==> config.mk <==
export PLATFORM = sky130hd
export DESIGN_NAME = gregorian_date_day_of_year_converter_core
export DESIGN_NICKNAME = d
export VERILOG_FILES = /design/src/sv/gdoy_pkg.sv /design/src/sv/gregorian_date_day_of_year_converter_core.sv
export SDC_FILE = /design/constraint.sdc
export NUM_CORES = 1
export LEC_CHECK = 0
export ABC_AREA = 1
export BUFFER_PORTS_ARGS = -buffer_cell sky130_fd_sc_hd__buf_2
export CORE_MARGIN = 4
export CORE_UTILIZATION = 25
export CTS_CLUSTER_SIZE = 10
export DETAILED_ROUTE_END_ITERATION = 7
export PLACE_DENSITY = 0.48
export SYNTH_ARGS = -nofsm -noshare
export SYNTH_HDL_FRONTEND = slang
export SYNTH_SLANG_ARGS = --single-unit
export TNS_END_PERCENT = 20
==> constraint.sdc <==
create_clock -name i_clk -period 8.8 [get_ports i_clk]
set_input_delay 1.76 -clock i_clk [delete_from_list [all_inputs] [get_ports i_clk]]
set_output_delay 1.76 -clock i_clk [all_outputs]
set_load 0.01 [all_outputs]
==> src/sv/gdoy_pkg.sv <==
package gdoy_pkg;

    localparam int YEAR_BITS_DEF = 16;

    localparam int YEAR_W    = 16;
    localparam int MONTH_W   = 4;
    localparam int DAY_W     = 6;
    localparam int YDAY_W    = 9;
    localparam int DNUM_W    = 9;
    localparam int MOUT_W    = 4;
    localparam int DOUT_W    = 5;
    localparam int STATUS_W  = 3;

    // tdata layouts, rounded up to whole bytes
    localparam int IN_BITS     = YEAR_W + MONTH_W + DAY_W + YDAY_W;
    localparam int IN_DATA_W   = ((IN_BITS + 7) / 8) * 8;
    localparam int OUT_BITS    = DNUM_W + MOUT_W + DOUT_W + STATUS_W;
    localparam int OUT_DATA_W  = ((OUT_BITS + 7) / 8) * 8;

    localparam int MONTH_LSB = YEAR_W;
    localparam int DAY_LSB   = MONTH_LSB + MONTH_W;
    localparam int YDAY_LSB  = DAY_LSB + DAY_W;

    localparam int MOUT_LSB   = DNUM_W;
    localparam int DOUT_LSB   = MOUT_LSB + MOUT_W;
    localparam int STATUS_LSB = DOUT_LSB + DOUT_W;

    localparam logic CMD_TO_YDAY = 1'b0;
    localparam logic CMD_TO_DATE = 1'b1;

    typedef enum logic [STATUS_W-1:0] {
        ST_OK        = 3'd0,
        ST_BAD_YEAR  = 3'd1,
        ST_BAD_MONTH = 3'd2,
        ST_BAD_DAY   = 3'd3,
        ST_BAD_YDAY  = 3'd4
    } t_status;

    // Inverse of an odd constant modulo 2^64 (Newton steps, 3 -> 96 bits).
    function automatic longint unsigned inv_odd(input longint unsigned d);
        longint unsigned x;
        x = d;
        for (int k = 0; k < 5; k++) begin
            x = x * (64'd2 - d * x);
        end
        return x;
    endfunction

    // Length of month m (1..12).
    function automatic logic [DOUT_W-1:0] month_len(input logic leap,
                                                   input logic [MONTH_W-1:0] m);
        logic [DOUT_W-1:0] len;
        case (m) inside
            4'd4, 4'd6, 4'd9, 4'd11: len = 5'd30;
            4'd2:                    len = leap ? 5'd29 : 5'd28;
            default:                 len = 5'd31;
        endcase
        return len;
    endfunction

    // Days in the year before the first of month m (1..12).
    function automatic logic [DNUM_W-1:0] days_before(input logic leap,
                                                     input logic [MONTH_W-1:0] m);
        logic [DNUM_W-1:0] base;
        case (m)
            4'd2:    base = 9'd31;
            4'd3:    base = 9'd59;
            4'd4:    base = 9'd90;
            4'd5:    base = 9'd120;
            4'd6:    base = 9'd151;
            4'd7:    base = 9'd181;
            4'd8:    base = 9'd212;
            4'd9:    base = 9'd243;
            4'd10:   base = 9'd273;
            4'd11:   base = 9'd304;
            4'd12:   base = 9'd334;
            default: base = 9'd0;
        endcase
        return base + ((leap && m >= 4'd3) ? 9'd1 : 9'd0);
    endfunction

endpackage

==> src/sv/gregorian_date_day_of_year_converter_core.sv <==
// Pipeline: an input transfer passes the input reg, then the result reg, before
//   its earliest result transfer.
// Throughput: one transfer per cycle; a stalled result lets one more transfer
//   into the input stage, then s_axis_tready drops until m_axis_tready returns.
// Reset: i_rst_n synchronous, active low; clears both stage valid flags,
//   payload registers are not reset.
module gregorian_date_day_of_year_converter_core #(
    parameter int YEAR_BITS = gdoy_pkg::YEAR_BITS_DEF
) (
    input  logic                             i_clk,
    input  logic                             i_rst_n,
    // input stream
    input  logic                             s_axis_tvalid,
    output logic                             s_axis_tready,
    // year[15:0], month[19:16], day[25:20], yearday[34:26], zero padded above
    input  logic [gdoy_pkg::IN_DATA_W-1:0]   s_axis_tdata,
    // command: 0 date -> day of year, 1 day of year -> date
    input  logic                             s_axis_tuser,
    // result stream
    output logic                             m_axis_tvalid,
    input  logic                             m_axis_tready,
    // day_number[8:0], month_out[12:9], day_out[17:13], status[20:18], zero padded
    output logic [gdoy_pkg::OUT_DATA_W-1:0]  m_axis_tdata
);
    import gdoy_pkg::*;

    // Year arithmetic width: the year is masked to YEAR_BITS, never past the port.
    localparam int YW = (YEAR_BITS < YEAR_W) ? YEAR_BITS : YEAR_W;

    // Divisibility by 25 without a divider: for odd d, y % d == 0 exactly when
    // (y * d^-1 mod 2^YW) <= floor((2^YW - 1) / d).
    localparam logic [YW-1:0] INV25 = YW'(inv_odd(64'd25));
    localparam longint unsigned LIM25_FULL = ((64'd1 << YW) - 64'd1) / 64'd25;
    localparam logic [YW-1:0] LIM25 = YW'(LIM25_FULL);

    // ---------------- input stage ----------------
    logic              r_v1;
    logic              r_cmd;
    logic [YW-1:0]     r_year;
    logic [MONTH_W-1:0] r_month;
    logic [DAY_W-1:0]  r_day;
    logic [YDAY_W-1:0] r_yday;

    // ---------------- result stage ----------------
    logic              r_v2;
    logic [DNUM_W-1:0] r_dnum;
    logic [MOUT_W-1:0] r_mout;
    logic [DOUT_W-1:0] r_dout;
    t_status           r_status;

    logic              s2_ready;
    logic              s1_ready;

    // Each stage moves when it is empty or the stage after it moves.
    assign s2_ready      = !r_v2 || m_axis_tready;
    assign s1_ready      = !r_v1 || s2_ready;
    assign s_axis_tready = s1_ready;

    always_ff @(posedge i_clk) begin
        if (!i_rst_n) begin
            r_v1 <= 1'b0;
        end else if (s1_ready) begin
            r_v1 <= s_axis_tvalid;
        end
    end

    always_ff @(posedge i_clk) begin
        if (s1_ready && s_axis_tvalid) begin
            r_cmd   <= s_axis_tuser;
            r_year  <= s_axis_tdata[YW-1:0];
            r_month <= s_axis_tdata[MONTH_LSB +: MONTH_W];
            r_day   <= s_axis_tdata[DAY_LSB +: DAY_W];
            r_yday  <= s_axis_tdata[YDAY_LSB +: YDAY_W];
        end
    end

    // ---------------- conversion logic ----------------
    logic [YW-1:0]     w_prod;
    logic              w_div25;
    logic              w_leap;
    logic [DOUT_W-1:0] w_mlen;
    logic [MOUT_W-1:0] w_mon;
    logic [DNUM_W-1:0] w_ylen;
    logic [DNUM_W-1:0] w_rem;
    t_status           n_status;
    logic [DNUM_W-1:0] n_dnum;
    logic [MOUT_W-1:0] n_mout;
    logic [DOUT_W-1:0] n_dout;

    assign w_prod  = YW'(r_year * INV25);
    assign w_div25 = (w_prod <= LIM25);
    // Leap: div by 4, except centuries unless div by 400 (= 16 * 25).
    assign w_leap  = (r_year[1:0] == 2'd0) && (!w_div25 || (r_year[3:0] == 4'd0));
    assign w_mlen  = month_len(w_leap, r_month);
    assign w_ylen  = w_leap ? 9'd366 : 9'd365;

    // Month of a day of year: last month that starts on or before it.
    always_comb begin
        w_mon = 4'd1;
        for (int i = 2; i <= 12; i++) begin
            if (r_yday > days_before(w_leap, MONTH_W'(i))) begin
                w_mon = MONTH_W'(i);
            end
        end
    end

    assign w_rem = r_yday - days_before(w_leap, w_mon);

    // Checks in order; any failure leaves the value fields at zero.
    always_comb begin
        n_status = ST_OK;
        n_dnum   = '0;
        n_mout   = '0;
        n_dout   = '0;
        if (r_year == '0) begin
            n_status = ST_BAD_YEAR;
        end else if (r_cmd == CMD_TO_YDAY) begin
            if (r_month == 4'd0 || r_month > 4'd12) begin
                n_status = ST_BAD_MONTH;
            end else if (r_day == '0 || r_day > DAY_W'(w_mlen)) begin
                n_status = ST_BAD_DAY;
            end else begin
                n_dnum = days_before(w_leap, r_month) + DNUM_W'(r_day);
            end
        end else begin
            if (r_yday == '0 || r_yday > w_ylen) begin
                n_status = ST_BAD_YDAY;
            end else begin
                n_mout = w_mon;
                n_dout = w_rem[DOUT_W-1:0];
            end
        end
    end

    always_ff @(posedge i_clk) begin
        if (!i_rst_n) begin
            r_v2 <= 1'b0;
        end else if (s2_ready) begin
            r_v2 <= r_v1;
        end
    end

    always_ff @(posedge i_clk) begin
        if (s2_ready && r_v1) begin
            r_dnum   <= n_dnum;
            r_mout   <= n_mout;
            r_dout   <= n_dout;
            r_status <= n_status;
        end
    end

    assign m_axis_tvalid = r_v2;
    assign m_axis_tdata  = {(OUT_DATA_W - OUT_BITS)'(0), r_status, r_dout, r_mout, r_dnum};

endmodule

==> impl_results.rst <==
.. list-table::
   :header-rows: 1

   * - Metric
     - Value
   * - Most common cell after layout, fill and taps aside
     - inv_1
   * - Number of placement rows
     - 54
   * - Number of fillers in the final layout
     - 2278
   * - Maximum number of pins on one net before global-route repair
     - 37
   * - Final number of setup-violating endpoints
     - 0
   * - Synthesis warning total
     - 0
   * - Time the worst path needs with I/O delays and setup
     - 8.21 ns
   * - Number of vias after detailed routing
     - 4282
   * - Run status
     - finished clean
   * - Category of the most critical setup path
     - flop to flop
   * - Cell area after synthesis
     - 5620 µm²
   * - Cell chosen for the clock root
     - clkbuf_16
   * - Uppermost metal layer occupied by signal nets
     - met4
   * - # Max-Cap Violations
     - 0
   * - Share of synthesized area occupied by flip-flops and latches
     - 34.4%
   * - DRT Wirelength
     - 12800 µm
   * - Worst vdd ir
     - 0.000111 V
   * - Crit path largest cell delay
     - 0.58 ns
   * - Worst path arrival time
     - 8.29 ns
   * - Leakage
     - 3.30 nW
   * - Instance count of the mapped netlist
     - 618
   * - EDFF count, synth
     - 57
   * - Max Fclk
     - 122 MHz
   * - M1 WL
     - 6320 µm
   * - Clock network fraction of total power
     - 27.2%
   * - Fraction of the cycle the final worst path needs
     - 93.3%
   * - Total number of H-tree levels
     - 3
   * - Overall track demand over capacity in global routing
     - 10.6%
   * - Multi-input logic area
     - 3390 µm²
   * - Commonest non-fill, non-tap cells in the layout
     - 105 x inv_1, 93 x nand2_1, 84 x ha_1
   * - Relative area change from synthesis to final layout
     - 23.1%
   * - Number of remaining DRC errors
     - 0
   * - Cell repeated most along the worst path
     - nand2_1
   * - Slew Viols, Final
     - 0
   * - Power share of the combinational group
     - 46.0%
   * - Cell Pwr Density
     - 212 nW/µm²
   * - Power spent charging and discharging nets
     - 0.539 mW
   * - Area enclosed by the die boundary
     - 24900 µm²
   * - Inserted Clock Buffers
     - 9
   * - Final count of hold timing violations
     - 0
   * - Final nets
     - 872
   * - Number of ports placed on the die boundary
     - 71
   * - Share of total power consumed by net switching
     - 36.7%
   * - Least-Margin Pin Slew
     - 0.835 ns
   * - Final core occ
     - 31.5%
   * - Share of flip-flops with an asynchronous set or reset
     - 0%
   * - Port bufs
     - 62
   * - Area of the placeable core
     - 22000 µm²
   * - Critical Path Source
     - r_year[2]
   * - First-pass GRT wire length
     - 20900 µm
   * - Count of clock tree sinks
     - 68
   * - Vias in the first global route
     - 4095
   * - Diode insertion count for antenna repair
     - 0
   * - TritonCTS clock tree
     - built
   * - Final total power
     - 1.47 mW
   * - WL met2
     - 5860 µm
   * - Critical path launch point type
     - flop
   * - Quantity of hold-fixing buffers added after cts
     - 0
   * - Element type at the critical path end
     - flop
   * - Die H
     - 158 µm
   * - Worst hold slack across all endpoints
     - 0.497 ns
   * - Path category of the worst min-delay check
     - flop to flop
   * - GRT overflow
     - 0
   * - Slew HR
     - 43.7%
   * - DIE WIDTH
     - 158 µm
   * - Relative contribution of sequential cells to total power
     - 26.8%
   * - Synthesis-stage register bit count
     - 68
   * - Total iterations of the first detailed-routing run
     - 5
   * - Clock slew at the register clock pins of the worst setup and hold paths
     - 0.06 ns
   * - Routed length per placed instance
     - 12.8 µm
   * - Met3 Wirelength
     - 456 µm
   * - Final worst clock skew
     - 0.0105 ns
   * - Dominant synthesized flop cell
     - edfxtp_1
   * - Max Buffers Root-to-Sink
     - 2
   * - Share of layout cells above drive strength 1
     - 21.8%
   * - Antenna violations before repair
     - 0
   * - Initial standard-cell utilization of the core
     - 25.6%
   * - Violation count after the first detailed-routing iteration
     - 300
   * - Clock network latency to the later pin of the worst-skew pair
     - 0.34 ns
   * - Placer's final routability congestion estimate
     - 0.849
   * - Crit Path Max Fanout
     - 7
   * - Sequential cell area in the final layout
     - 1930 µm²
   * - Average instance area after synthesis
     - 9.09 µm²
   * - Setup tns final
     - 0 ns
   * - Launch instance of the worst register-to-register path
     - r_year[2]
   * - Slowest CP cell
     - fa_1
   * - Data required, critical path
     - 8.88 ns
   * - Final HPWL DP
     - 10200 µm
   * - Total internal power
     - 0.929 mW
   * - Via density per instance
     - 4.30
   * - Hold Startpoint
     - r_v1
   * - Remaining number of nets flagged by the antenna check after routing
     - 0
   * - Number of library cell types mapped by synthesis
     - 42
[cells in the mapped netlist, types with 9 or more instances]
cell type	count	area share (%)
inv_1	108	7.2
ha_1	95	21
nand2_1	95	6.3
edfxtp_1	57	30
nor2_1	41	2.7
nand3_1	35	3.1
o21ai_0	29	2.6
a21oi_1	26	2.3
fa_1	22	7.8
dfxtp_1	11	3.9
nand4_1	10	1.1
nand2_2	9	1.0
xnor2_1	9	1.4
[stage by stage]
step | std cells | instance area [µm²] | setup WS [ns]
4_1_cts | 986 | 6670 | 0.0441
6_report | 995 | 6910 | 0.593
5_1_grt | 995 | 6910 | -0.0246
2_1_floorplan | 620 | 5630 | 0.864
3_5_place_dp | 970 | 6350 | 0.104
3_3_place_gp | 970 | 6350 | 0.0946
[cells by family after synthesis]
logic type	count (synthesis)	share of synthesized area, %
flops	68	34.4
other cells	1	0.0668
xor+xnor	17	2.65
compound gates	80	8.22
simple gates	214	17.2
fa+ha+maj	117	29.0
buf+inv	121	8.51
[layer usage]
metal | up-vias | global-route usage, %
li1 | 2253 | -
met1 | 1937 | 14.9
met4 | 0 | 2.70
met3 | 9 | 2.00
met2 | 83 | 16.8
met5 | - | 0
[cell type report]
cell class,count,share of cell area [%]
inverter,116,6.37
timing repair buffer,84,6.88
clock buffer,9,3.26
clock inverter,7,1.41
multi-input combinational,431,49.1
sequential,68,27.9
tap,280,5.07
[timing repair]
item / 4_1_cts / 5_1_grt
gates resized for setup: 0 / 32
setup buffers: 0 / 9
endpoints found under the setup margin: 0 / 3
[power by group through the flow]
| stage | Combinational, mW | Clock (mW) | Sequential, mW |
|---|---|---|---|
| detailed placement | 0.573 | 0 | 0.401 |
| global route | 0.790 | 0.426 | 0.396 |
| CTS | 0.578 | 0.412 | 0.394 |
| finish | 0.676 | 0.399 | 0.394 |
| floorplan | 0.437 | 0 | 0.397 |
| global placement | 0.571 | 0 | 0.401 |
[worst paths after layout]
check	to	slack, ns	cells past startpoint
max reg2reg	r_dout[4]	0.59	45
min reg2reg	m_axis_tvalid	0.50	2
max	r_dout[4]	0.59	45
min	m_axis_tvalid	0.50	2
[critical path, delay by kind of cell, from the launching register on]
kind	cells	cell delay, ns
compound gates	3	0.47
xor+xnor	2	0.34
fa+ha+maj	12	4.26
buf+inv	7	0.49
flops	1	0.47
simple gates	21	1.91
Note: power is estimated with default switching activity, not from simulation.
